<file path="config.mk">
export PLATFORM = sky130hd
export DESIGN_NAME = tpa_div
export DESIGN_NICKNAME = d
export VERILOG_FILES = /design/src/rtl/tpa_pkg.sv /design/src/rtl/tpa_div.sv
export SDC_FILE = /design/constraint.sdc
export NUM_CORES = 1
export LEC_CHECK = 0
export BUFFER_PORTS_ARGS = -buffer_cell sky130_fd_sc_hd__buf_2
export CORE_MARGIN = 3
export CORE_UTILIZATION = 40
export CTS_CLUSTER_DIAMETER = 30
export CTS_CLUSTER_SIZE = 16
export DETAILED_ROUTE_END_ITERATION = 7
export RECOVER_POWER = 25
export SETUP_SLACK_MARGIN = 0.15
export SYNTH_ARGS = -nofsm -noshare
export SYNTH_HDL_FRONTEND = slang
export SYNTH_SLANG_ARGS = --single-unit
</file>
<file path="constraint.sdc">
create_clock -name clock -period 31.2 [get_ports clock]
set_clock_uncertainty 0.05 [all_clocks]
set_input_delay 3.12 -clock clock [delete_from_list [all_inputs] [get_ports clock]]
set_output_delay 3.12 -clock clock [all_outputs]
set_load 0.05 [all_outputs]
</file>
<file path="src/rtl/tpa_pkg.sv">
// tpa_pkg: shared widths, constants, register indexes and word types
// for the trace pointwise averager; no dependencies
package tpa_pkg;

   // default sizing of the top level
   localparam int TPA_MAX_POINTS  = 4096;
   localparam int TPA_SAMPLE_BITS = 16;

   // fixed field widths
   localparam int NT_W       = 16;
   localparam int NP_W       = 13;
   localparam int CSR_DATA_W = 16;
   localparam int CSR_IDX_W  = 1;
   localparam int IDX_W      = 12;
   localparam int MEAN_W     = 24;
   localparam int SUM_W      = 32;
   localparam int MAG_W      = 32;
   localparam int FRAC_W     = 8;

   // quotient bits below the saturation point, and the divider layout
   localparam int QUOT_W     = MAG_W + FRAC_W - NT_W;
   localparam int DIV_STAGES = 8;
   localparam int DIV_STEPS  = QUOT_W / DIV_STAGES;

   // saturation limits of the signed Q8 mean
   localparam logic [MEAN_W-1:0] MEAN_MAX = {1'b0, {(MEAN_W-1){1'b1}}};
   localparam logic [MEAN_W-1:0] MEAN_MIN = {1'b1, {(MEAN_W-1){1'b0}}};

   // register indexes
   typedef enum logic [CSR_IDX_W-1:0] {
      CSR_NUM_TRACES = 1'b0,
      CSR_NUM_POINTS = 1'b1
   } csr_index_type;

   // one averaging job handed to the divider
   typedef struct packed {
      logic             neg;
      logic [MAG_W-1:0] mag;
      logic [IDX_W-1:0] point;
      logic             last;
   } tpa_job_type;

   // divider result: quotient with overflow and sign
   typedef struct packed {
      logic              neg;
      logic              ovf;
      logic [QUOT_W-1:0] quot;
      logic [IDX_W-1:0]  point;
      logic              last;
   } tpa_quot_type;

endpackage

</file>
<file path="src/rtl/tpa_div.sv">
// tpa_div: pipelined restoring divider for the scaled magnitude of a point sum
// depends on tpa_pkg
module tpa_div (
   input  logic                 clock,
   input  logic                 reset,
   input  logic [tpa_pkg::NT_W-1:0] divisor,
   input  logic                 in_valid,
   input  tpa_pkg::tpa_job_type in_job,
   output logic                 in_stall,
   output logic                 out_valid,
   output tpa_pkg::tpa_quot_type out_word,
   input  logic                 out_stall
);
   import tpa_pkg::*;

   typedef struct packed {
      logic [NT_W-1:0]   rem;
      logic [QUOT_W-1:0] word;
   } div_state_type;

   // several restoring steps; quotient bits shift in from the bottom
   function automatic div_state_type div_steps(div_state_type st, logic [NT_W-1:0] dvs);
      div_state_type cur;
      logic [NT_W:0] trial;
      logic [NT_W:0] diff;
      cur = st;
      for (int i = 0; i < DIV_STEPS; i++) begin
         trial = {cur.rem, cur.word[QUOT_W-1]};
         diff  = trial - {1'b0, dvs};
         if (trial >= {1'b0, dvs}) begin
            cur.rem  = diff[NT_W-1:0];
            cur.word = {cur.word[QUOT_W-2:0], 1'b1};
         end else begin
            cur.rem  = trial[NT_W-1:0];
            cur.word = {cur.word[QUOT_W-2:0], 1'b0};
         end
      end
      return cur;
   endfunction

   logic          v_ff    [DIV_STAGES];
   div_state_type st_ff   [DIV_STAGES];
   logic          neg_ff  [DIV_STAGES];
   logic          ovf_ff  [DIV_STAGES];
   logic [IDX_W-1:0] pt_ff [DIV_STAGES];
   logic          last_ff [DIV_STAGES];
   logic [DIV_STAGES:0] rdy;
   div_state_type st_first;
   logic          ovf_first;

   // first stage: split the dividend and flag quotients past the saturation point
   always_comb begin
      st_first.rem  = in_job.mag[MAG_W-1 -: NT_W];
      st_first.word = {in_job.mag[MAG_W-NT_W-1:0], {FRAC_W{1'b0}}};
      ovf_first     = in_job.mag >= {divisor, {(MAG_W-NT_W){1'b0}}};
   end

   // stage ready chain, bubbles collapse
   assign rdy[DIV_STAGES] = !out_stall;

   for (genvar k = 0; k < DIV_STAGES; k++) begin : g_stage
      logic          vin;
      div_state_type sin;
      logic          nin;
      logic          oin;
      logic [IDX_W-1:0] pin;
      logic          lin;

      assign rdy[k] = !v_ff[k] || rdy[k+1];

      if (k == 0) begin : g_head
         assign vin = in_valid;
         assign sin = st_first;
         assign nin = in_job.neg;
         assign oin = ovf_first;
         assign pin = in_job.point;
         assign lin = in_job.last;
      end else begin : g_body
         assign vin = v_ff[k-1];
         assign sin = st_ff[k-1];
         assign nin = neg_ff[k-1];
         assign oin = ovf_ff[k-1];
         assign pin = pt_ff[k-1];
         assign lin = last_ff[k-1];
      end

      // stage valid
      always_ff @(posedge clock) begin
         if (reset) begin
            v_ff[k] <= 1'b0;
         end else if (rdy[k]) begin
            v_ff[k] <= vin;
         end
      end

      // stage payload
      always_ff @(posedge clock) begin
         if (rdy[k] && vin) begin
            st_ff[k]   <= div_steps(sin, divisor);
            neg_ff[k]  <= nin;
            ovf_ff[k]  <= oin;
            pt_ff[k]   <= pin;
            last_ff[k] <= lin;
         end
      end
   end

   assign in_stall       = !rdy[0];
   assign out_valid      = v_ff[DIV_STAGES-1];
   assign out_word.neg   = neg_ff[DIV_STAGES-1];
   assign out_word.ovf   = ovf_ff[DIV_STAGES-1];
   assign out_word.quot  = st_ff[DIV_STAGES-1].word;
   assign out_word.point = pt_ff[DIV_STAGES-1];
   assign out_word.last  = last_ff[DIV_STAGES-1];

endmodule

</file>
Yosys cells after proc, flatten, opt, wreduce, memory -nomap -nowiden
Memories as Yosys holds them, arrays and structs flattened.
Cells that the tools add are included.
{ "word_totals": {"ramBits": 448, "out_inout_bits": 41, "input_bits": 66, "memories": 6, "word_cells": 187, "ff_bits": 0} }
{ "memory_table": {"columns": ["memory", "words", "word_bits", "rd", "rd_ports_with_merged_regs", "wr", "line_no", "rtl"], "rows": [
  ["st_ff", 8, 40, 8, 0, 8, "tpa_div.sv:42", "div_state_type st_ff [DIV_STAGES];"],
  ["pt_ff", 8, 12, 8, 0, 8, "tpa_div.sv:45", "logic [IDX_W-1:0] pt_ff [DIV_STAGES];"],
  ["last_ff", 8, 1, 8, 0, 8, "tpa_div.sv:46", "logic last_ff [DIV_STAGES];"],
  ["neg_ff", 8, 1, 8, 0, 8, "tpa_div.sv:43", "logic neg_ff [DIV_STAGES];"],
  ["ovf_ff", 8, 1, 8, 0, 8, "tpa_div.sv:44", "logic ovf_ff [DIV_STAGES];"],
  ["v_ff", 8, 1, 8, 0, 8, "tpa_div.sv:41", "logic v_ff [DIV_STAGES];"]
]} }
{ "op_classes": {"n_addsub": 24, "n_reduce_logical": 26, "n_mux": 98, "bitwise": 8, "n_lt_le_gt_ge": 25} }
{ "op_table": {"columns": ["op", "n"], "rows": [
  ["two-way mux 40 bit", 48],
  [">= comparator 17 x 16 -> 1 bit", 24],
  ["subtractor 16 bit", 24],
  ["two-way mux 1 bit", 50],
  [">= comparator 32 bit", 1],
  ["logical NOT 1 bit", 10],
  ["logical AND 1 bit", 8],
  ["logical OR 1 bit", 8],
  ["bitwise OR 1 bit", 8]
]} }

Longest topological paths before layout
An unclocked memory read counts as a cell.
{ "depth": {"depth_word": 18, "ltp_mapped": 36} }

Worst setup path before layout
Ideal clock, no wire load.
{ "synth_path": {"path_type": "input to register", "startpoint": "input port divisor[1] (netlist name)", "endpoint": "memory st_ff[0][151] (netlist name), data pin", "setup_slack_ns": 19.252, "arrival_ns": 11.638, "path_stages": 34, "n_path_buf": 5, "cell_sequence": "inv_1 > ha_1 > nor2b_1 > o21bai_1 > a21oi_1 > or4_1 > a21oi_2 > or2_1 > buf_2 > inv_2 > buf_6 > mux2_2 > ha_1 > a21o_1 > or4_1 > o21a_1 > a21oi_1 > o21a_1 > o21a_1 > o211a_1 > buf_2 > buf_2 > mux2i_1 > ha_1 > nor2b_1 > o31ai_1 > a2111oi_0 > a2111oi_2 > a21oi_1 > o311a_1 > a2111o_1 > o22ai_2 > buf_4 > mux2_2"} }
{ "synth_lines": {"columns": ["item", "line_no", "rtl"], "rows": [
  ["start, declared", "tpa_div.sv:6", "input logic [tpa_pkg::NT_W-1:0] divisor,"],
  ["end, declared", "tpa_div.sv:42", null]
]} }

==> metrics.md <==
| Metric | Value |
|---|---|
| Worst Hold Class | `reg2reg` |
| RR Endpoint | `st_ff[0][157]` |
| Via density | `5.72` |
| Longest Clk Path Bufs | `3` |
| Share of layout cells above drive strength 1 | `15.8%` |
| Syn nets | `3803` |
| Vias in the first global route | `25.4k` |
| Reg clk slew, reported paths | `0.05 ns` |
| Die area | `86900 µm²` |
| Area leader, netlist | `edfxtp_1` |
| CP Launch Type | `input pin` |
| Initial Util | `40.5%` |
| H-tree levels | `3` |
| CORE AREA | `82400 µm²` |
| Final Max Slew Viols | `0` |
| Critical Path RT | `31.51 ns` |
| Period utilisation layout | `40.9%` |
| Most frequent cell after synthesis | `ha_1` |
| Slew margin rel. | `34.1%` |
| Final Hold Fails | `0` |
| Endpoint, Worst Hold | `ovf_ff[0][2]` |
| Outcome | `finished, final reports clean` |
| WHS Path Cells | `0` |
| Largest net degree at the start of global routing | `49` |
| Resize count post-CTS | `0` |
| Top post-synthesis cells by area | `edfxtp_1 (34%), ha_1 (15%), mux2_2 (6.6%), xnor2_1 (4.4%), a21oi_1 (3.5%)` |
| Die H | `295 µm` |
| Max-Cap Viols | `0` |
| # rows | `105` |
| Setup TNS | `0 ns` |
| Yosys warning total | `0` |
| Top_reg_cell synth | `edfxtp_1` |
| Drt initial violations | `1816` |
| Worst Setup End Kind | `flip-flop` |
| RR Startpoint | `st_ff[0][106]` |
| Drt wl/cell | `19.6 µm` |
| GPL Wtd Cong | `0.871` |
| Die width | `295 µm` |
| Synth Cell Area | `33400 µm²` |
| Worst setup path class | `in2reg` |
| Final setup fails | `0` |
| HPWL Detailed | `67.1 mm` |
| Drt first pass iters | `5` |
| Syn Inst Count | `3323` |
| Antenna-violating nets left | `0` |
| Yosys top cell area share | `34.5%` |
| First-pass GRT wire length | `142 mm` |
| Clk Latency, worst-skew pair | `0.65 ns` |
| Maximum clock frequency | `78.5 MHz` |
| Worst-Margin Slew | `0.986 ns` |
| Buffers added on ports | `106` |
| ANT cells | `0` |
| Gr ovfl total | `0` |
| HP Start | `ovf_ff[0][1]` |
| Crit path DAT | `13.06 ns` |
| Total CTS buffers | `85` |
| Post-synthesis sequential area ratio | `34.5%` |
| Num Clock Sinks | `383` |
| CTS tree | `yes` |
| Seq cells post-synth | `383` |
| Total GRT Usage | `20.7%` |
| Number of synthesized flops with an enable pin | `383` |
| Avg Inst Size Synth | `10.0 µm²` |
| P&R area growth vs syn | `15.3%` |
| RSZ-0062 raised after global routing | `false` |
| Root buffer cell | `clkbuf_16` |
| Max incr delay on CP | `0.73 ns` |
| Post-CTS setup buffer count | `0` |
| I/O Pins | `107` |
| Ys async rst share | `0%` |
| Minimum clock period | `12.75 ns` |
| Via Count | `26.6k` |
| CTS Hold Buffers Added | `0` |
| R2R cell count | `28` |
| Initial antenna violation count | `3` |
| Commonest cells in the netlist | `ha_1 (395), edfxtp_1 (383), a21oi_1 (234), nor2_1 (209), mux2_2 (195)` |
| Critical-path top delay cell | `o22ai_2` |
| Routed WL | `91.0 mm` |
| Layout net count | `3992` |
| Critical path peak fanout | `20` |
| R2r setup slk | `21.63 ns` |
| Netlist cell types | `95` |
| Drt drc | `0` |
| Core Util, Final | `46.7%` |
-- per-stage QoR --
step,area [µm²],hold slack [ns],std cells,setup WS [ns]
2_1_floorplan,33400,0.350,3323,19.25
3_3_place_gp,35400,0.351,4495,17.95
3_5_place_dp,35400,0.355,4495,17.81
4_1_cts,38500,0.359,4650,18.45
5_1_grt,38500,0.358,4650,17.68
6_report,38500,0.357,4650,18.45
-- how the worst max path moves through the flow --
stage | cells past startpoint | slack, ns | startpoint | endpoint
after floorplan | 34 | 19.25 | divisor[1] | st_ff[0][151]
after global placement | 32 | 17.95 | divisor[1] | st_ff[0][152]
after detailed placement | 32 | 17.81 | divisor[1] | st_ff[0][157]
after CTS | 32 | 18.45 | divisor[1] | st_ff[0][157]
after global routing | 32 | 17.68 | divisor[1] | st_ff[0][156]
final | 32 | 18.45 | divisor[1] | st_ff[0][157]
-- worst max-delay path: cells and delay by family --
family                     cells  cell delay (ns)
and+or+nand+nor                5             1.56
AOI/OAI and AO/OA             16             4.71
adders and majority gates      3             0.95
buffers and inverters          5             1.50
muxes                          3             1.16
-- cell families after synthesis --
| kind of cell | Yosys count | share of synthesized area, % |
|---|---|---|
| compound gates | 956 | 19.5 |
| xor+xnor | 267 | 7.01 |
| fa+ha+maj | 414 | 16.0 |
| buf+inv | 223 | 2.67 |
| flops | 383 | 34.5 |
| mux | 244 | 8.10 |
| simple gates | 836 | 12.3 |
-- layout by cell type, fill, tap and decap left out, types with 86 or more instances in the layout --
cell       instances
nand2_1          186
clkbuf_16         86
edfxtp_1         383
mux2_2           195
inv_1            156
buf_2            106
a21oi_1          233
xnor2_1          166
a21o_1           109
ha_1             395
o21ai_0          172
nor2_1           209
xor2_1           101
-- sequential cells by signal (all words and copies together), names as in the netlist --
signal and count:
last_ff 8, neg_ff 8, v_ff 8, st_ff 255
ovf_ff 8, pt_ff 96
-- routing by layer --
| metal | global-route usage, % | share of wire [%] |
|---|---|---|
| met1 | 28.9 | 47 |
| met2 | 33.4 | 45 |
| met3 | 3.26 | 5.4 |
| met4 | 5.64 | 2.3 |
| met5 | 0 | 0.012 |
-- layout make-up --
type	count	area, µm²
Fill cell	7695	43900
Inverter	172	646
Clock inverter	63	853
Multi-Input combinational cell	2717	21100
Sequential cell	383	11500
Clock buffer	92	2170
Tap cell	1070	1340
Timing Repair Buffer	153	896
Power is left out: the tool's default activity adds up to more than one toggle a clock period on the data nets, which glitch-free logic cannot reach.
